**src/hdl/ldcs_pkg.sv**
```systemverilog
// Shared types, opcodes, state codes and the 5x8 font table of the LCD draw sequencer.
package ldcs_pkg;

  localparam int GLYPH_COUNT_DEF = 95;
  localparam int GLYPH_WIDTH_DEF = 5;
  localparam int FIRST_CODE_DEF  = 32;

  localparam logic [1:0] REQ_FILL  = 2'd0;
  localparam logic [1:0] REQ_PIXEL = 2'd1;
  localparam logic [1:0] REQ_CHAR  = 2'd2;
  localparam logic [1:0] REQ_PULL  = 2'd3;

  localparam logic [1:0] KIND_IDLE  = 2'd0;
  localparam logic [1:0] KIND_FILL  = 2'd1;
  localparam logic [1:0] KIND_PIXEL = 2'd2;
  localparam logic [1:0] KIND_CHAR  = 2'd3;

  localparam logic [2:0] HS_COLSET   = 3'd0;
  localparam logic [2:0] HS_XLOW     = 3'd1;
  localparam logic [2:0] HS_XHIGH    = 3'd2;
  localparam logic [2:0] HS_PAGESET  = 3'd3;
  localparam logic [2:0] HS_YLOW     = 3'd4;
  localparam logic [2:0] HS_YHIGH    = 3'd5;
  localparam logic [2:0] HS_MEMWRITE = 3'd6;
  localparam logic [2:0] HS_PIXELS   = 3'd7;

  localparam logic [7:0] OP_COLSET   = 8'h2A;
  localparam logic [7:0] OP_PAGESET  = 8'h2B;
  localparam logic [7:0] OP_MEMWRITE = 8'h2C;

  localparam int FONT_AW  = 11;
  localparam int ROM_SIZE = 475;
  localparam int ROM_IW   = 9;

  typedef struct packed {
    logic       is_data;
    logic [7:0] value;
    logic       last;
  } ldcs_word_t;

  localparam logic [7:0] FONT_ROM [ROM_SIZE] = '{
    8'h00,8'h00,8'h00,8'h00,8'h00, 8'h00,8'h06,8'h5F,8'h06,8'h00,
    8'h07,8'h03,8'h00,8'h07,8'h03, 8'h24,8'h7E,8'h24,8'h7E,8'h24,
    8'h24,8'h2B,8'h6A,8'h12,8'h00, 8'h63,8'h13,8'h08,8'h64,8'h63,
    8'h36,8'h49,8'h56,8'h20,8'h50, 8'h00,8'h07,8'h03,8'h00,8'h00,
    8'h00,8'h3E,8'h41,8'h00,8'h00, 8'h00,8'h41,8'h3E,8'h00,8'h00,
    8'h08,8'h3E,8'h1C,8'h3E,8'h08, 8'h08,8'h08,8'h3E,8'h08,8'h08,
    8'h00,8'hE0,8'h60,8'h00,8'h00, 8'h08,8'h08,8'h08,8'h08,8'h08,
    8'h00,8'h60,8'h60,8'h00,8'h00, 8'h20,8'h10,8'h08,8'h04,8'h02,
    8'h3E,8'h51,8'h49,8'h45,8'h3E, 8'h00,8'h42,8'h7F,8'h40,8'h00,
    8'h62,8'h51,8'h49,8'h49,8'h46, 8'h22,8'h49,8'h49,8'h49,8'h36,
    8'h18,8'h14,8'h12,8'h7F,8'h10, 8'h2F,8'h49,8'h49,8'h49,8'h31,
    8'h3C,8'h4A,8'h49,8'h49,8'h30, 8'h01,8'h71,8'h09,8'h05,8'h03,
    8'h36,8'h49,8'h49,8'h49,8'h36, 8'h06,8'h49,8'h49,8'h29,8'h1E,
    8'h00,8'h6C,8'h6C,8'h00,8'h00, 8'h00,8'hEC,8'h6C,8'h00,8'h00,
    8'h08,8'h14,8'h22,8'h41,8'h00, 8'h24,8'h24,8'h24,8'h24,8'h24,
    8'h00,8'h41,8'h22,8'h14,8'h08, 8'h02,8'h01,8'h59,8'h09,8'h06,
    8'h3E,8'h41,8'h5D,8'h55,8'h1E, 8'h7E,8'h09,8'h09,8'h09,8'h7E,
    8'h7F,8'h49,8'h49,8'h49,8'h36, 8'h3E,8'h41,8'h41,8'h41,8'h22,
    8'h7F,8'h41,8'h41,8'h41,8'h3E, 8'h7F,8'h49,8'h49,8'h49,8'h41,
    8'h7F,8'h09,8'h09,8'h09,8'h01, 8'h3E,8'h41,8'h49,8'h49,8'h7A,
    8'h7F,8'h08,8'h08,8'h08,8'h7F, 8'h00,8'h41,8'h7F,8'h41,8'h00,
    8'h30,8'h40,8'h40,8'h40,8'h3F, 8'h7F,8'h08,8'h14,8'h22,8'h41,
    8'h7F,8'h40,8'h40,8'h40,8'h40, 8'h7F,8'h02,8'h04,8'h02,8'h7F,
    8'h7F,8'h02,8'h04,8'h08,8'h7F, 8'h3E,8'h41,8'h41,8'h41,8'h3E,
    8'h7F,8'h09,8'h09,8'h09,8'h06, 8'h3E,8'h41,8'h51,8'h21,8'h5E,
    8'h7F,8'h09,8'h09,8'h19,8'h66, 8'h26,8'h49,8'h49,8'h49,8'h32,
    8'h01,8'h01,8'h7F,8'h01,8'h01, 8'h3F,8'h40,8'h40,8'h40,8'h3F,
    8'h1F,8'h20,8'h40,8'h20,8'h1F, 8'h3F,8'h40,8'h3C,8'h40,8'h3F,
    8'h63,8'h14,8'h08,8'h14,8'h63, 8'h07,8'h08,8'h70,8'h08,8'h07,
    8'h71,8'h49,8'h45,8'h43,8'h00, 8'h00,8'h7F,8'h41,8'h41,8'h00,
    8'h02,8'h04,8'h08,8'h10,8'h20, 8'h00,8'h41,8'h41,8'h7F,8'h00,
    8'h04,8'h02,8'h01,8'h02,8'h04, 8'h80,8'h80,8'h80,8'h80,8'h80,
    8'h20,8'h40,8'h80,8'h40,8'h20, 8'h20,8'h54,8'h54,8'h54,8'h78,
    8'h7F,8'h44,8'h44,8'h44,8'h38, 8'h38,8'h44,8'h44,8'h44,8'h28,
    8'h38,8'h44,8'h44,8'h44,8'h7F, 8'h38,8'h54,8'h54,8'h54,8'h18,
    8'h08,8'h7E,8'h09,8'h09,8'h00, 8'h18,8'hA4,8'hA4,8'hA4,8'h7C,
    8'h7F,8'h04,8'h04,8'h78,8'h00, 8'h00,8'h00,8'h7D,8'h00,8'h00,
    8'h40,8'h80,8'h84,8'h7D,8'h00, 8'h7F,8'h10,8'h28,8'h44,8'h00,
    8'h00,8'h00,8'h7F,8'h40,8'h00, 8'h7C,8'h04,8'h18,8'h04,8'h78,
    8'h7C,8'h04,8'h04,8'h78,8'h00, 8'h38,8'h44,8'h44,8'h44,8'h38,
    8'hFC,8'h44,8'h44,8'h44,8'h38, 8'h38,8'h44,8'h44,8'h44,8'hFC,
    8'h44,8'h78,8'h44,8'h04,8'h08, 8'h08,8'h54,8'h54,8'h54,8'h20,
    8'h04,8'h3E,8'h44,8'h24,8'h00, 8'h3C,8'h40,8'h20,8'h7C,8'h00,
    8'h1C,8'h20,8'h40,8'h20,8'h1C, 8'h3C,8'h60,8'h30,8'h60,8'h3C,
    8'h6C,8'h10,8'h10,8'h6C,8'h00, 8'h9C,8'hA0,8'h60,8'h3C,8'h00,
    8'h64,8'h54,8'h54,8'h4C,8'h00, 8'h33,8'h66,8'hCC,8'h66,8'h33,
    8'h00,8'h00,8'h7F,8'h00,8'h00, 8'hCC,8'h66,8'h33,8'h66,8'hCC,
    8'h02,8'h01,8'h02,8'h01,8'h00
  };

endpackage

```
**src/hdl/lcd_draw_command_sequencer.sv**
```systemverilog
// Top level of the LCD draw command sequencer.
//
//   channel | direction | handshake               | payload
//   in      | input     | in_valid_i / in_ready_o | req_type, colors, corners, char_code
//   out     | output    | out_valid_o/out_ready_i | is_data, out_value, last_word
//
// One transaction per cycle unless stalled: each input is handled in the cycle it
// is accepted, and a pull's word sits in the result register on the next cycle.
// Input is taken whenever the result register is empty or being drained.
// Font bytes come from a registered ROM read addressed by next-state glyph and column.
// Reset clears the sequencer to idle and empties the result register.
module lcd_draw_command_sequencer
  import ldcs_pkg::*;
#(
  parameter int GLYPH_COUNT = GLYPH_COUNT_DEF,
  parameter int GLYPH_WIDTH = GLYPH_WIDTH_DEF,
  parameter int FIRST_CODE  = FIRST_CODE_DEF
) (
  input  logic       clk_i,
  input  logic       rst_ni,
  input  logic       in_valid_i,
  output logic       in_ready_o,
  input  logic [1:0] req_type_i,
  input  logic [7:0] fore_color_i,
  input  logic [7:0] back_color_i,
  input  logic [7:0] x_first_i,
  input  logic [7:0] y_first_i,
  input  logic [7:0] x_second_i,
  input  logic [7:0] y_second_i,
  input  logic [7:0] char_code_i,
  output logic       out_valid_o,
  input  logic       out_ready_i,
  output logic       is_data_o,
  output logic [7:0] out_value_o,
  output logic       last_word_o
);

  logic               fire;
  logic               word_valid;
  ldcs_word_t         word, out_word;
  logic [FONT_AW-1:0] font_addr;
  logic [7:0]         font_data;

  assign fire = in_valid_i && in_ready_o;

  ldcs_seq_core #(
    .GLYPH_COUNT (GLYPH_COUNT),
    .GLYPH_WIDTH (GLYPH_WIDTH),
    .FIRST_CODE  (FIRST_CODE)
  ) u_core (
    .clk_i        (clk_i),
    .rst_ni       (rst_ni),
    .fire_i       (fire),
    .req_type_i   (req_type_i),
    .fore_color_i (fore_color_i),
    .back_color_i (back_color_i),
    .x_first_i    (x_first_i),
    .y_first_i    (y_first_i),
    .x_second_i   (x_second_i),
    .y_second_i   (y_second_i),
    .char_code_i  (char_code_i),
    .font_data_i  (font_data),
    .font_addr_o  (font_addr),
    .word_valid_o (word_valid),
    .word_o       (word)
  );

  ldcs_font_rom u_rom (
    .clk_i  (clk_i),
    .addr_i (font_addr),
    .data_o (font_data)
  );

  ldcs_out_reg u_out (
    .clk_i   (clk_i),
    .rst_ni  (rst_ni),
    .load_i  (word_valid),
    .word_i  (word),
    .room_o  (in_ready_o),
    .valid_o (out_valid_o),
    .ready_i (out_ready_i),
    .word_o  (out_word)
  );

  assign is_data_o   = out_word.is_data;
  assign out_value_o = out_word.value;
  assign last_word_o = out_word.last;

endmodule

```
**src/hdl/ldcs_font_rom.sv**
```systemverilog
// Font ROM with registered read; an address past the table reads as zero.
module ldcs_font_rom
  import ldcs_pkg::*;
(
  input  logic               clk_i,
  input  logic [FONT_AW-1:0] addr_i,
  output logic [7:0]         data_o
);

  logic [7:0] data_q;

  always_ff @(posedge clk_i) begin
    if (addr_i < FONT_AW'(ROM_SIZE)) begin
      data_q <= FONT_ROM[addr_i[ROM_IW-1:0]];
    end else begin
      data_q <= '0;
    end
  end

  assign data_o = data_q;

endmodule

```
**src/hdl/ldcs_seq_core.sv**
```systemverilog
// Sequencer state: command latch, header stepping, pixel and glyph counters, word generation.
module ldcs_seq_core
  import ldcs_pkg::*;
#(
  parameter int GLYPH_COUNT = GLYPH_COUNT_DEF,
  parameter int GLYPH_WIDTH = GLYPH_WIDTH_DEF,
  parameter int FIRST_CODE  = FIRST_CODE_DEF
) (
  input  logic               clk_i,
  input  logic               rst_ni,
  input  logic               fire_i,
  input  logic [1:0]         req_type_i,
  input  logic [7:0]         fore_color_i,
  input  logic [7:0]         back_color_i,
  input  logic [7:0]         x_first_i,
  input  logic [7:0]         y_first_i,
  input  logic [7:0]         x_second_i,
  input  logic [7:0]         y_second_i,
  input  logic [7:0]         char_code_i,
  input  logic [7:0]         font_data_i,
  output logic [FONT_AW-1:0] font_addr_o,
  output logic               word_valid_o,
  output ldcs_word_t         word_o
);

  localparam int CW = $clog2(GLYPH_WIDTH + 1);

  logic [1:0]    active_q, active_d;
  logic [2:0]    step_q, step_d;
  logic [16:0]   left_q, left_d;
  logic [CW-1:0] col_q, col_d;
  logic [2:0]    row_q, row_d;
  logic [7:0]    xlo_q, xlo_d, xhi_q, xhi_d, ylo_q, ylo_d, yhi_q, yhi_d;
  logic [7:0]    fore_q, fore_d, back_q, back_d;
  logic [6:0]    glyph_q, glyph_d;
  logic          blank_q, blank_d;

  logic [7:0]  col_byte;
  logic        pix_on;
  logic [7:0]  xmin, xmax, ymin, ymax;
  logic [16:0] area;
  logic [8:0]  code_ext, code_off;
  logic        code_hit;
  logic [7:0]  xlo_next;

  assign xmin     = (x_first_i <= x_second_i) ? x_first_i : x_second_i;
  assign xmax     = (x_first_i <= x_second_i) ? x_second_i : x_first_i;
  assign ymin     = (y_first_i <= y_second_i) ? y_first_i : y_second_i;
  assign ymax     = (y_first_i <= y_second_i) ? y_second_i : y_first_i;
  assign area     = ({1'b0, xmax} - {1'b0, xmin} + 9'd1) * ({1'b0, ymax} - {1'b0, ymin} + 9'd1);
  assign code_ext = {1'b0, char_code_i};
  assign code_off = code_ext - 9'(FIRST_CODE);
  assign code_hit = (code_ext >= 9'(FIRST_CODE)) && (code_off < 9'(GLYPH_COUNT));
  assign xlo_next = xlo_q + 8'd1;

  assign col_byte = (blank_q || (col_q >= CW'(GLYPH_WIDTH))) ? 8'd0 : font_data_i;
  assign pix_on   = col_byte[row_q];

  always_comb begin
    active_d = active_q;
    step_d   = step_q;
    left_d   = left_q;
    col_d    = col_q;
    row_d    = row_q;
    xlo_d    = xlo_q;
    xhi_d    = xhi_q;
    ylo_d    = ylo_q;
    yhi_d    = yhi_q;
    fore_d   = fore_q;
    back_d   = back_q;
    glyph_d  = glyph_q;
    blank_d  = blank_q;
    word_valid_o   = 1'b0;
    word_o.is_data = 1'b1;
    word_o.value   = 8'd0;
    word_o.last    = 1'b0;

    if (fire_i && (req_type_i != REQ_PULL) && (active_q == KIND_IDLE)) begin
      fore_d   = fore_color_i;
      back_d   = back_color_i;
      step_d   = HS_COLSET;
      col_d    = '0;
      row_d    = '0;
      active_d = req_type_i + 2'd1;
      case (req_type_i)
        REQ_FILL: begin
          xlo_d  = xmin;
          xhi_d  = xmax;
          ylo_d  = ymin;
          yhi_d  = ymax;
          left_d = area;
        end
        REQ_PIXEL: begin
          xlo_d  = x_first_i;
          xhi_d  = x_first_i + 8'd1;
          ylo_d  = y_first_i;
          yhi_d  = y_first_i + 8'd1;
          left_d = 17'd1;
        end
        default: begin
          xlo_d   = x_first_i;
          xhi_d   = x_first_i;
          ylo_d   = y_first_i;
          yhi_d   = y_first_i + 8'd7;
          left_d  = '0;
          glyph_d = code_hit ? code_off[6:0] : 7'd0;
          blank_d = !code_hit;
        end
      endcase
    end else if (fire_i && (req_type_i == REQ_PULL) && (active_q != KIND_IDLE)) begin
      word_valid_o = 1'b1;
      if (step_q != HS_PIXELS) begin
        step_d = step_q + 3'd1;
        case (step_q)
          HS_COLSET: begin
            word_o.is_data = 1'b0;
            word_o.value   = OP_COLSET;
          end
          HS_XLOW:  word_o.value = xlo_q;
          HS_XHIGH: word_o.value = xhi_q;
          HS_PAGESET: begin
            word_o.is_data = 1'b0;
            word_o.value   = OP_PAGESET;
          end
          HS_YLOW:  word_o.value = ylo_q;
          HS_YHIGH: word_o.value = yhi_q;
          default: begin
            word_o.is_data = 1'b0;
            word_o.value   = OP_MEMWRITE;
          end
        endcase
      end else if (active_q == KIND_CHAR) begin
        word_o.value = ~(pix_on ? fore_q : back_q);
        if (row_q == 3'd7) begin
          if (col_q >= CW'(GLYPH_WIDTH)) begin
            word_o.last = 1'b1;
            active_d    = KIND_IDLE;
          end else begin
            col_d  = col_q + CW'(1);
            row_d  = '0;
            step_d = HS_COLSET;
            xlo_d  = xlo_next;
            xhi_d  = xlo_next;
          end
        end else begin
          row_d = row_q + 3'd1;
        end
      end else begin
        word_o.value = ~fore_q;
        left_d = (left_q != '0) ? (left_q - 17'd1) : left_q;
        if (left_d == '0) begin
          word_o.last = 1'b1;
          active_d    = KIND_IDLE;
        end
      end
    end
  end

  assign font_addr_o = FONT_AW'(glyph_d) * FONT_AW'(GLYPH_WIDTH) + FONT_AW'(col_d);

  always_ff @(posedge clk_i or negedge rst_ni) begin
    if (!rst_ni) begin
      active_q <= KIND_IDLE;
      step_q   <= HS_COLSET;
      left_q   <= '0;
      col_q    <= '0;
      row_q    <= '0;
      xlo_q    <= '0;
      xhi_q    <= '0;
      ylo_q    <= '0;
      yhi_q    <= '0;
      fore_q   <= '0;
      back_q   <= '0;
      glyph_q  <= '0;
      blank_q  <= 1'b0;
    end else begin
      active_q <= active_d;
      step_q   <= step_d;
      left_q   <= left_d;
      col_q    <= col_d;
      row_q    <= row_d;
      xlo_q    <= xlo_d;
      xhi_q    <= xhi_d;
      ylo_q    <= ylo_d;
      yhi_q    <= yhi_d;
      fore_q   <= fore_d;
      back_q   <= back_d;
      glyph_q  <= glyph_d;
      blank_q  <= blank_d;
    end
  end

`ifndef SYNTH
  a_last_goes_idle: assert property (@(posedge clk_i) disable iff (!rst_ni)
    (word_valid_o && word_o.last) |=> (active_q == KIND_IDLE))
    else $error("sequence did not end after last word");

  a_busy_cmd_ignored: assert property (@(posedge clk_i) disable iff (!rst_ni)
    (fire_i && (req_type_i != REQ_PULL) && (active_q != KIND_IDLE))
      |=> ((active_q == $past(active_q)) && (step_q == $past(step_q))))
    else $error("command accepted while a sequence was pending");

  a_cmd_word_in_header: assert property (@(posedge clk_i) disable iff (!rst_ni)
    (word_valid_o && !word_o.is_data) |=> (step_q != HS_COLSET) || (active_q == KIND_IDLE)
      || ($past(step_q) == HS_MEMWRITE) || ($past(step_q) == HS_PAGESET)
      || ($past(step_q) == HS_COLSET))
    else $error("command word issued outside the header");
`endif

endmodule

```
**src/hdl/ldcs_out_reg.sv**
```systemverilog
// Result register between the sequencer and the word consumer.
module ldcs_out_reg
  import ldcs_pkg::*;
(
  input  logic       clk_i,
  input  logic       rst_ni,
  input  logic       load_i,
  input  ldcs_word_t word_i,
  output logic       room_o,
  output logic       valid_o,
  input  logic       ready_i,
  output ldcs_word_t word_o
);

  logic       valid_q, valid_d;
  ldcs_word_t word_q;

  assign room_o  = !valid_q || ready_i;
  assign valid_d = load_i || (valid_q && !ready_i);

  always_ff @(posedge clk_i or negedge rst_ni) begin
    if (!rst_ni) begin
      valid_q <= 1'b0;
    end else begin
      valid_q <= valid_d;
    end
  end

  always_ff @(posedge clk_i) begin
    if (load_i) begin
      word_q <= word_i;
    end
  end

  assign valid_o = valid_q;
  assign word_o  = word_q;

`ifndef SYNTH
  a_no_overwrite: assert property (@(posedge clk_i) disable iff (!rst_ni)
    load_i |-> (!valid_q || ready_i))
    else $error("pending transaction overwritten");

  a_load_shows: assert property (@(posedge clk_i) disable iff (!rst_ni)
    load_i |=> (valid_q && (word_q == $past(word_i))))
    else $error("loaded word not presented");

  a_drop_after_take: assert property (@(posedge clk_i) disable iff (!rst_ni)
    (valid_q && ready_i && !load_i) |=> !valid_q)
    else $error("taken transaction still presented");
`endif

endmodule

```
**config.mk**
```make
export PLATFORM = sky130hd
export DESIGN_NAME = lcd_draw_command_sequencer
export DESIGN_NICKNAME = d
export VERILOG_FILES = /design/src/hdl/ldcs_pkg.sv /design/src/hdl/lcd_draw_command_sequencer.sv /design/src/hdl/ldcs_font_rom.sv /design/src/hdl/ldcs_seq_core.sv /design/src/hdl/ldcs_out_reg.sv
export SDC_FILE = /design/constraint.sdc
export NUM_CORES = 1
export LEC_CHECK = 0
export BUFFER_PORTS_ARGS = -buffer_cell sky130_fd_sc_hd__buf_2
export CAP_MARGIN = 40
export CORE_MARGIN = 4
export CORE_UTILIZATION = 52
export DETAILED_ROUTE_END_ITERATION = 8
export PLACE_DENSITY = 0.8
export SLEW_MARGIN = 20
export SYNTH_ARGS = -nofsm -noshare
export SYNTH_HDL_FRONTEND = slang
export SYNTH_SLANG_ARGS = --single-unit
```
**constraint.sdc**
```tcl
create_clock -name clk_i -period 11.5 [get_ports clk_i]
set_input_delay 1.725 -clock clk_i [delete_from_list [all_inputs] [get_ports clk_i]]
set_output_delay 1.725 -clock clk_i [all_outputs]
set_load 0.01 [all_outputs]
```
# After elaboration in Yosys (flattened, before gate mapping)
# Memories as Yosys holds them, arrays and structs flattened. A register that Yosys moved wholly into a read port is not among the register bits.
# Index checks and enable logic that the tools add are counted.
# totals
rom_bits	4096
inputBits	62
regBits	95
out_inout_bits	12
n_memories	1
word_cells	164
# op_classes
eq_ne	18
n_reduce_logical	37
bitwise	6
magnitude_cmp	7
add_sub_neg	15
muxes	61
multipliers	2
# memory_table
memory	depth	width	read_ports	rd_clocked_by_memory_dff	write_ports	line	source
(name not given)	512	8	1	1	0	ldcs_font_rom.sv:14	data_q <= FONT_ROM[addr_i[ROM_IW-1:0]];
# op_table
cell	n
two-way mux 8 bit	16
two-way mux 17 bit	5
two-way mux 3 bit	17
one-hot mux 8 bit (6 select lines)	1
adder 17 x 1 -> 17 bit, second input constant	2
one-hot mux 17 bit (2 select lines)	1
one-hot mux 8 bit (2 select lines)	2
adder 8 x 1 -> 8 bit, second input constant	3
two-way mux 7 bit	3
subtractor 8 x 8 -> 9 bit	2
logical NOT 17 bit	1
multiplier 17 x 17 -> 17 bit	1
nonzero test 17 bit	1
subtractor 17 x 1 -> 17 bit, second input constant	1
less-or-equal comparator 8 bit	2
NOT 8 bit	2
two-way mux 2 bit	7
adder 10 x 3 -> 11 bit	1
< comparator 11 x 9 -> 1 bit, second input constant	1
multiplier 7 x 3 -> 10 bit, second input constant	1
NOT 9 -> 10 bit	1
AND reduction 5 bit	2
adder 3 x 1 -> 3 bit, second input constant	3
equality test 3 bit, second input constant	3
other kinds (33)	67

# Logic depth before layout (Yosys ltp)
# Gate-level depths: netlist of the first run.
# depth
ltp_word	10
ltp_mapped	41
depth_no_buf	40

# Cells and area by module
# Synthesis of the first run repeated with hierarchy kept, for this count alone.
# hier_totals
cells_unflattened	2061
hier_area_um2	15825.2
# modules_own_cells
module	seq_area_each_um2	area_per_inst_um2	cells_each	instances
ldcs_seq_core	2102.0	10990.5	1352	1
ldcs_font_rom	160.2	4480.5	695	1
ldcs_out_reg	325.3	347.8	13	1
lcd_draw_command_sequencer	0.0	6.3	1	1

# Least setup slack after synthesis of the first run
# Ideal clock, no wire load.
# synth_path
path_kind	input -> register
startpoint	in x_second_i[6]
endpoint	reg u_core.left_q[16]
required_time_ns	11.413
stages	36
arrival_ns	9.770
setup_ns	0.087
path_buffers	3
setup_slack_ns	1.643
cell_sequence	inv_1 > ha_1 > buf_4 > nand4_2 > a211o_2 > and2_4 > buf_6 > a211oi_1 > ha_1 > nor2_1 > mux2i_1 > xor2_1 > nand4_1 > nor3_2 > nand3_1 > ha_1 > clkbuf_1 > nor2_1 > fa_1 > inv_1 > fa_1 > inv_1 > fa_1 > fa_1 > fa_1 > inv_1 > fa_1 > inv_1 > ha_1 > nand2_1 > o21ai_0 > o41ai_1 > xnor2_1 > xnor2_1 > xnor3_1 > o22ai_2
# synth_between
elab_chain_len	7
elab_cells_between_ends	8
classes_between	add/sub (2); mul (1); order compare (1); mux (4)
# synth_rtl
element	line	source
start, declared	lcd_draw_command_sequencer.sv:28	input logic [7:0] x_second_i,
less-or-equal comparator 8 bit	ldcs_seq_core.sv:46, ldcs_seq_core.sv:47	
two-way mux 8 bit (on tied branches)	ldcs_seq_core.sv:47, ldcs_seq_core.sv:46	
subtractor 8 x 8 -> 9 bit (*)	ldcs_seq_core.sv:50	assign area = ({1'b0, xmax} - {1'b0, xmin} + 9'd1) * ({1'b0, ymax} - {1'b0, ymin} + 9'd1);
adder 17 x 1 -> 17 bit (*)	ldcs_seq_core.sv:50	
multiplier 17 x 17 -> 17 bit (*)	ldcs_seq_core.sv:50	
one-hot mux 17 bit (2 select lines) (*)	ldcs_seq_core.sv:85	case (req_type_i)
two-way mux 17 bit (*)	ldcs_seq_core.sv:78	if (fire_i && (req_type_i != REQ_PULL) && (active_q == KIND_IDLE)) begin
end signal, assigned	ldcs_seq_core.sv:179	left_q <= left_d;
end, declared	ldcs_seq_core.sv:30	logic [16:0] left_q, left_d;
# Every way passes the cells marked *; elsewhere a longest branch is shown, timed or not.
# A chain may end at the register's enable or synchronous reset.

# Worst setup path in the final report of the first run
# layout_path
startpoint	in x_second_i[4]
endpoint	reg u_core.left_q[16]
# The elaborated chain is that of the path after synthesis.

==> impl.org, run 1 <==
** Global route
- Maximum number of pins on one net before global-route repair :: 74
- Initial antenna violation count :: 3
- Met1 Track Usage GR :: 0.4571
- Number of global-route vias before repair :: 16170
- For this run the aggregate overflow at the end of global routing stands at 0.
- Met3 track demand over resource in global routing :: 0.07659
- Grt peak-use layer :: met2
- Met2 usage in global routing :: 0.4815
- In the global route stage, overall resource usage came out at 0.3204.
- The first global-routing pass estimated 88290 um of wire.

** Placement
- Input and output buffers added on the ports amount to 73.
- Placer congestion estimate :: 1.018
- Summed over all nets, the half-perimeter wirelength after detailed placement is 41620 um.

** Die
- Io pins :: 74
- DIE AREA :: 0.03430 mm2
- Measured along the y axis, the die boundary spans 185.2 um.
- Area of the core region :: 0.03075 mm2
- The die is 185.2 um wide.
- The floorplan has 64 rows.
- For this configuration, the core starts out at a cell density of 0.5310.

** Worst hold path
- Type of the worst min-delay path :: register to register
- Hold Path Cell Cnt :: 2
- The startpoint identified for the worst hold timing path is u_core.yhi_q[4]$_DFFE_PN0P_.
- Worst hold endpoint :: u_core.yhi_q[4]$_DFFE_PN0P_

** Route
- Remaining DRCs :: 0
- Using the TritonRoute via totals, the vias-per-cell ratio works out to 6.453.
- DR vias :: 16760
- In this run the remaining antenna-violating nets after routing total 0.
- Number of DRC violations after detailed-routing iteration 0 :: 2177
- Post-detailed-route wirelength per cell :: 21.46 um
- The first detailed-routing pass ran for 8 iterations.
- For this block, the routed nets add up to 55750 um of wire.

** Setup path
- Cell occurring most often along the worst timing path :: sky130_fd_sc_hd__inv_1
- FF-to-FF path depth :: 20
- For this design, the slowest cell found on the critical path is sky130_fd_sc_hd__a21oi_1.
- The largest single stage delay on the critical path is 0.64 ns.
- In this run the critical register-to-register path is launched from u_out.valid_o$_DFF_PN0_.
- The worst setup path is captured at a register.
- The worst register-to-register path ends at u_rom.data_o[5]$_SDFF_PP0_.
- STA classifies the critical path startpoint as a primary input.
- For the worst setup path, the data required time is 11.77 ns.
- Crit path DAT :: 11.12 ns
- Setup slack on the worst flop-to-flop path :: 3.94 ns
- Grouping stages by cell kind, the critical path spends the most delay in adder cells.
- CP bufs+invs :: 7
- Largest fanout on the critical path :: 13
- The setup path with the least slack is of type primary input to register.

** CTS
- Clock slew at reported path FFs :: 0.08 ns
- Buffer depth of the longest clock path :: 2
- CTS placed an instance of sky130_fd_sc_hd__clkbuf_16 at the clock tree root.
- CTS sink count :: 103
- Once the clock tree was built, the resizer swapped 0 gates to a different size.
- Setup Fix Bufs, Post-CTS :: 0
- CTS tree :: done
- Clock tree synthesis inserted a total of 9 buffers.
- Depth of the CTS H-tree :: 3
- Worst-skew pair later-pin latency :: 0.36 ns
- For this design, the CTS-stage hold fixing added 0 buffers.

** Yosys
- In the synthesized netlist, the number of instances is 2212.
- sky130_fd_sc_hd__dfrtp_1 takes more of the synthesized area than any other cell.
- By instance count, the leading cell after synthesis is sky130_fd_sc_hd__nand2_1.
- Mapped Avg Cell Area :: 7.381 um2
- Xor/xnor cell area share of the yosys netlist :: 0.05993
- Commonest cells in the synthesized netlist :: sky130_fd_sc_hd__nand2_1 (343), sky130_fd_sc_hd__inv_1 (223), sky130_fd_sc_hd__nor2_1 (196)
- Warnings, synthesis :: 0
- Share of the synthesized area in the top cell type :: 0.1303
- Share of async-settable or async-resettable flops after synthesis :: 0.8252
- The synthesized design contains 103 register bits.
- Biggest area contributors in the synthesized netlist :: sky130_fd_sc_hd__dfrtp_1 (13%), sky130_fd_sc_hd__fa_1 (12%), sky130_fd_sc_hd__ha_1 (10%)
- The number of nets in the synthesized netlist is 2506.
- After synthesis the cells add up to 0.01633 mm2.
- Of the total synthesized cell area, the portion taken by AND, OR, NAND and NOR gates is 0.2071.
- Measured against the total synthesized area, the mux share comes to 0.02820.
- Most used flip-flop cell after synthesis :: sky130_fd_sc_hd__dfrtp_1
- By area, the combinational part of the netlist is dominated by compound AO/OA/AOI/OAI gates.
- The compound-gate portion of the synthesized area is 0.2400.
- Adder-cell share of the synthesized area :: 0.2219
- The netlist uses 88 different library cells.
- In this run, synthesis inferred 10 flip-flops with an integrated enable.
- Share of synthesized area occupied by flip-flops and latches :: 0.1585

** STA
- Between clock sinks in the finished design, the worst skew comes to 0.01564 ns.
- Final sum of negative setup slack :: 0 ns
- The final hold violation count came to 0.
- The final number of max-transition violations is 0.
- In the finished design, the share of the clock period the worst path needs comes to 0.9431.
- Minimum period implied by the final worst setup slack :: 10.85 ns
- Static timing analysis puts the maximum clock frequency at 0.09220 GHz.
- Setup repair after global routing left no endpoint under its margin.
- At the pin with the least slew margin, the transition time is 0.8893 ns.
- Setup violations remaining at the end of the flow were counted as 0.
- Headroom to the max-slew limit came out at 0.4050.

** Run
- Number of violations of the max-capacitance limit :: 0

** Final layout
- Fraction of layout cells with a size suffix above 1 :: 0.08144
- Counting the fill cells in the layout gives 2924.
- Total area of multi-input combinational cells :: 0.01246 mm2
- The sequential cells in the finished layout cover a total of 0.002587 mm2.
- From synthesis to final layout, the design area changed by 6.299%.
- Number of nets at the end of the flow :: 2487

** Run status
- The flow ran to the end, and the final reports show no timing, DRC or antenna violations.
cell families after synthesis:
group	Yosys count
buf+inv	361
fa+ha+maj	232
xor+xnor	98
simple gates	764
compound gates	617
flops	103
mux	37
tightest hold or removal path, cell delays in order (launching register included):
cell                      delay [ns]
sky130_fd_sc_hd__dfrtp_1        0.34
sky130_fd_sc_hd__nand2_1        0.04
sky130_fd_sc_hd__o21ai_0        0.06
worst max-delay path by stage:
stage	start	to	cells after the start
after detailed placement	x_second_i[4]	u_core.left_q[16]$_DFFE_PN0P_	35
after global routing	y_second_i[5]	u_core.left_q[16]$_DFFE_PN0P_	37
final	x_second_i[4]	u_core.left_q[16]$_DFFE_PN0P_	35
after CTS	x_second_i[4]	u_core.left_q[16]$_DFFE_PN0P_	35
after floorplan	x_second_i[6]	u_core.left_q[16]$_DFFE_PN0P_	36
after global placement	y_second_i[1]	u_core.left_q[16]$_DFFE_PN0P_	37
stage by stage:
step	util	std cells	hold WS [ns]	setup slack, ns	instance area [um2]
global placement	0.5532	2576	0.4514	0.6412	17010
global route	0.5642	2595	0.5004	0.1421	17350
finish	0.5644	2598	0.4793	0.6541	17360
detailed placement	0.5541	2577	0.4643	0.4001	17040
CTS	0.5639	2593	0.4837	0.7434	17340
floorplan	-	2212	0.4401	1.643	16330
state kept, by name (all words and copies together), names as in the netlist:
| signal | cells |
|---|---|
| u_core.left_q | 17 |
| u_out.word_o | 10 |
| u_core.back_q | 8 |
| u_core.fore_q | 8 |
| u_core.xhi_q | 8 |
| u_core.xlo_q | 8 |
| u_core.yhi_q | 8 |
| u_core.ylo_q | 8 |
| u_rom.data_o | 8 |
| u_core.glyph_q | 7 |
| u_core.col_q | 3 |
| u_core.row_q | 3 |
| u_core.step_q | 3 |
| u_core.active_q | 2 |
| u_core.blank_q | 1 |
| u_out.valid_o | 1 |
placed cells by master, fill, tap and decap left out, drive strengths merged, types with 27 or more instances in the layout:
cell type,synthesis,final
o211ai,35,35
xnor2,64,64
nand2,344,344
nor2,196,196
buf,21,108
a21oi,159,159
nand3,52,52
fa,96,96
a211oi,28,28
dfrtp,85,85
inv,223,226
o21ai,172,172
a31oi,48,48
ha,136,136
xor2,27,27
nor3,41,41
nand2b,30,30
cell type report:
class                   count  share of cell area
diodes                      4           0.0005767
clock buffers              10             0.01377
clock inverters             6            0.003605
inverters                 223             0.04823
multi-input cells        1748              0.7181
flip-flops and latches    103              0.1491
well taps                 396             0.02855
repair buffers            108             0.03807
layer usage:
layer	up-vias	wire (um)
li1	7648	-
met5	-	13
met1	8005	23710
met3	176	5980
met4	2	1967
met2	933	24080
Power of run 1 is left out: the tool's default activity adds up to more than one toggle a clock period on the data nets, which glitch-free logic cannot reach.
==> inputs of run 2 (changes only) <==
--- a/config.mk
+++ b/config.mk
@@ -5,7 +5,7 @@
 export SDC_FILE = /design/constraint.sdc
 export NUM_CORES = 1
 export LEC_CHECK = 0
-export BUFFER_PORTS_ARGS = -buffer_cell sky130_fd_sc_hd__buf_2
+export BUFFER_PORTS_ARGS = -buffer_cell sky130_fd_sc_hd__buf_4
 export CAP_MARGIN = 40
 export CORE_MARGIN = 4
 export CORE_UTILIZATION = 52
==> run 2 against run 1 <==
  * Flip-flop and latch count stayed put
  * Non-clock buffer count stayed put
  * Die area stayed put
  * Critical endpoint unchanged
  * Global-route usage is 1.8 points lower
  * Maximum frequency is 3.1% higher
  * Design area is 1.1% higher
  * Clock skew is 0.0056 ns higher
  * First-iteration DRC count is 15% higher
==> impl.org, run 2 (synthesized netlist as in run 1, its figures left out) <==
** Global route
- The total global-route track usage came to 0.3019 (-0.01849).
- Grt total ovfl :: 0 (unchanged)
- Number of global-route vias before repair :: 15960 (-1.3%)
- Initial antenna violation count :: 2 (-1)
- Maximum number of pins on one net before global-route repair :: 93 (+26%)
- The wire length of the first global-routing pass was 84330 um (-4.5%).

** Route
- The total routed wirelength is 52980 um (-5.0%).
- Number of DRC violations after detailed-routing iteration 0 :: 2509 (+15%)
- The number of search-and-repair iterations in the first detailed-routing pass was 7 (-1).
- Post-detailed-route wirelength per cell :: 20.43 um (-4.8%)
- The via count is 16910 (+0.85%).
- The via density per instance came to 6.517 (+1.0%).
- The remaining number of nets flagged by the antenna check after routing came to 0 (unchanged).
- Remaining DRCs :: 0 (unchanged)

** STA
- Setup repair after global routing missed its margin :: false
- The slew at the pin with the worst max-slew slack was 1.010 ns (+0.1212 ns).
- Setup violators final :: 0 (unchanged)
- Final cycle utilization of the critical path :: 0.9149 (-0.02821)
- Final hold vios :: 0 (unchanged)
- Max-slew violation count :: 0 (unchanged)
- The final worst clock skew was 0.02121 ns (+0.005567 ns).
- Slew headroom :: 0.3178 (-0.08714)
- The accumulated negative setup slack was 0 ns (unchanged).
- The highest clock frequency the design can meet was 0.09504 GHz (+3.1%).
- The clock period minus worst slack is 10.52 ns (-0.3245 ns).

** Setup path
- The worst setup path is of the primary input to register kind.
- The maximum fanout along the worst path came to 13 (unchanged).
- The startpoint identified for the worst register-to-register timing path is u_out.valid_o$_DFF_PN0_.
- The data arrival time of the critical path was 10.80 ns (-0.32 ns).
- The largest stage delay on the critical path was 0.57 ns (-0.07 ns).
- Slowest cell on the critical path :: sky130_fd_sc_hd__a21oi_1
- FF-to-FF path depth :: 21 (+5.0%)
- Worst Path Required :: 11.78 ns (about the same)
- The endpoint identified for the worst register-to-register timing path is u_rom.data_o[5]$_SDFF_PP0_.
- STA classifies the critical path startpoint as a primary input.
- STA classifies the critical path endpoint as a register.
- Setup slack on the worst flop-to-flop path :: 3.88 ns (-0.06 ns)

** Worst hold path
- For hold timing, the worst endpoint is u_core.fore_q[4]$_DFFE_PN0P_.
- The min-delay analysis places its worst path in the category register to register.
- Hold Path Cell Cnt :: 2 (unchanged)
- Start point of the worst hold path :: u_core.fore_q[4]$_DFFE_PN0P_

** CTS
- The maximum clock insertion buffer count is 2 (unchanged).
- CTS sink count :: 103 (unchanged)
- The post-cts hold buffer count was 0 (unchanged).
- Number of gates given a new drive strength after cts :: 0 (unchanged)
- Clock slew at reported path FFs :: 0.09 ns (about the same)
- CTS Buf Count :: 9 (unchanged)
- Worst-skew pair later-pin latency :: 0.37 ns (about the same)
- The H-tree depth came to 3 (unchanged).
- CTS tree :: done
- The tree is rooted in a sky130_fd_sc_hd__clkbuf_16.
- The number of setup buffers added after CTS is 0 (unchanged).

** Final layout
- Number of nets at the end of the flow :: 2487 (unchanged)
- Leading cell type in the layout, fill and taps excluded :: sky130_fd_sc_hd__nand2_1
- Flip-flop count of the largest register after layout :: 17 (unchanged)
- P&R area growth vs syn :: 7.449%
- Antenna cell count :: 0 (-4)
- Commonest cells after routing, fill and taps aside :: sky130_fd_sc_hd__nand2_1 (343), sky130_fd_sc_hd__inv_1 (223), sky130_fd_sc_hd__nor2_1 (196), sky130_fd_sc_hd__o21ai_0 (163), sky130_fd_sc_hd__a21oi_1 (159)
- Fin cells :: 2594 (-0.15%)
- The fraction of layout cells with a size suffix above 1 is 0.08098 (-0.0004550).
- The register with the most flip-flops in the final layout is u_core.left_q.

** Die
- The height of the chip is 185.2 um (unchanged).
- Area of the core region :: 0.03075 mm2 (unchanged)
- The starting density of the core is 0.5310 (unchanged).
- Number of core rows :: 64 (unchanged)
- The die area is 0.03430 mm2 (unchanged).
- The width of the chip is 185.2 um (unchanged).
- The I/O pin count was 74 (unchanged).

** Placement
- The placer's final routability congestion estimate came to 1.053 (+3.4%).
- I/O Buffers :: 73 (unchanged)
- The placed wire-length estimate came to 39210 um (-5.8%).
- Dpl cells :: 2576 (-0.039%)

** Run status
- Outcome :: complete, no violations

** Run
- Number of violations of the max-capacitance limit :: 0 (unchanged)
==> run 2: changes by cell type in the layout (fill, tap and decap cells not counted), sizes merged <==
| cell | before | now |
|---|---|---|
| diode | 4 | 0 |
| bufinv | 0 | 1 |
| clkbuf | 10 | 9 |
| clkinv | 3 | 2 |
| clkinvlp | 0 | 1 |
==> run 2: final cells by class <==
type                    count  area, um2
clock buffers               9      225.2
flip-flops and latches    103       2587
multi-input cells        1748      12460
fillers                  2873      13210
inverters                 223      837.1
clock inverters             7      78.83
repair buffers            108      855.8
well taps                 396      495.5
==> run 2: worst max-delay path by stage <==
stage                              from                             to  slack (ns)  cells past startpoint
after floorplan           x_second_i[6]  u_core.left_q[16]$_DFFE_PN0P_        1.64                     36
after global placement    x_second_i[4]  u_core.left_q[16]$_DFFE_PN0P_        0.95                     35
after detailed placement  x_second_i[4]  u_core.left_q[16]$_DFFE_PN0P_        0.66                     35
after CTS                 x_second_i[4]  u_core.left_q[16]$_DFFE_PN0P_        1.01                     35
after global routing      y_second_i[5]  u_core.left_q[16]$_DFFE_PN0P_        0.23                     37
final                     x_second_i[4]  u_core.left_q[16]$_DFFE_PN0P_        0.98                     35
==> run 2: layer usage <==
metal  routed length, um  global-route usage
met4                2202              0.1057
met2               22670              0.4535
met1               22160              0.4343
met3                5894             0.05990
met5                  64            0.008571
==> run 2: metrics by stage <==
step	hold slack (ns)	cell area, um2	setup slack, ns	utilization
after floorplan	0.4401	16330	1.643	-
after global placement	0.4519	17160	0.9542	0.5582
after detailed placement	0.4593	17200	0.6593	0.5592
after CTS	0.4778	17500	1.005	0.5691
after global routing	0.5079	17540	0.2282	0.5705
final	0.4797	17540	0.9786	0.5705
==> run 2: critical path, delay by kind of cell <==
family / cells / cell delay, ns
AOI/OAI and AO/OA: 6 / 1.81
adders and majority gates: 9 / 3.89
and+or+nand+nor: 8 / 1.49
muxes: 1 / 0.23
buffers and inverters: 7 / 0.65
xor gates and xnor gates: 4 / 0.99
Power of run 2 is left out for the same reason.
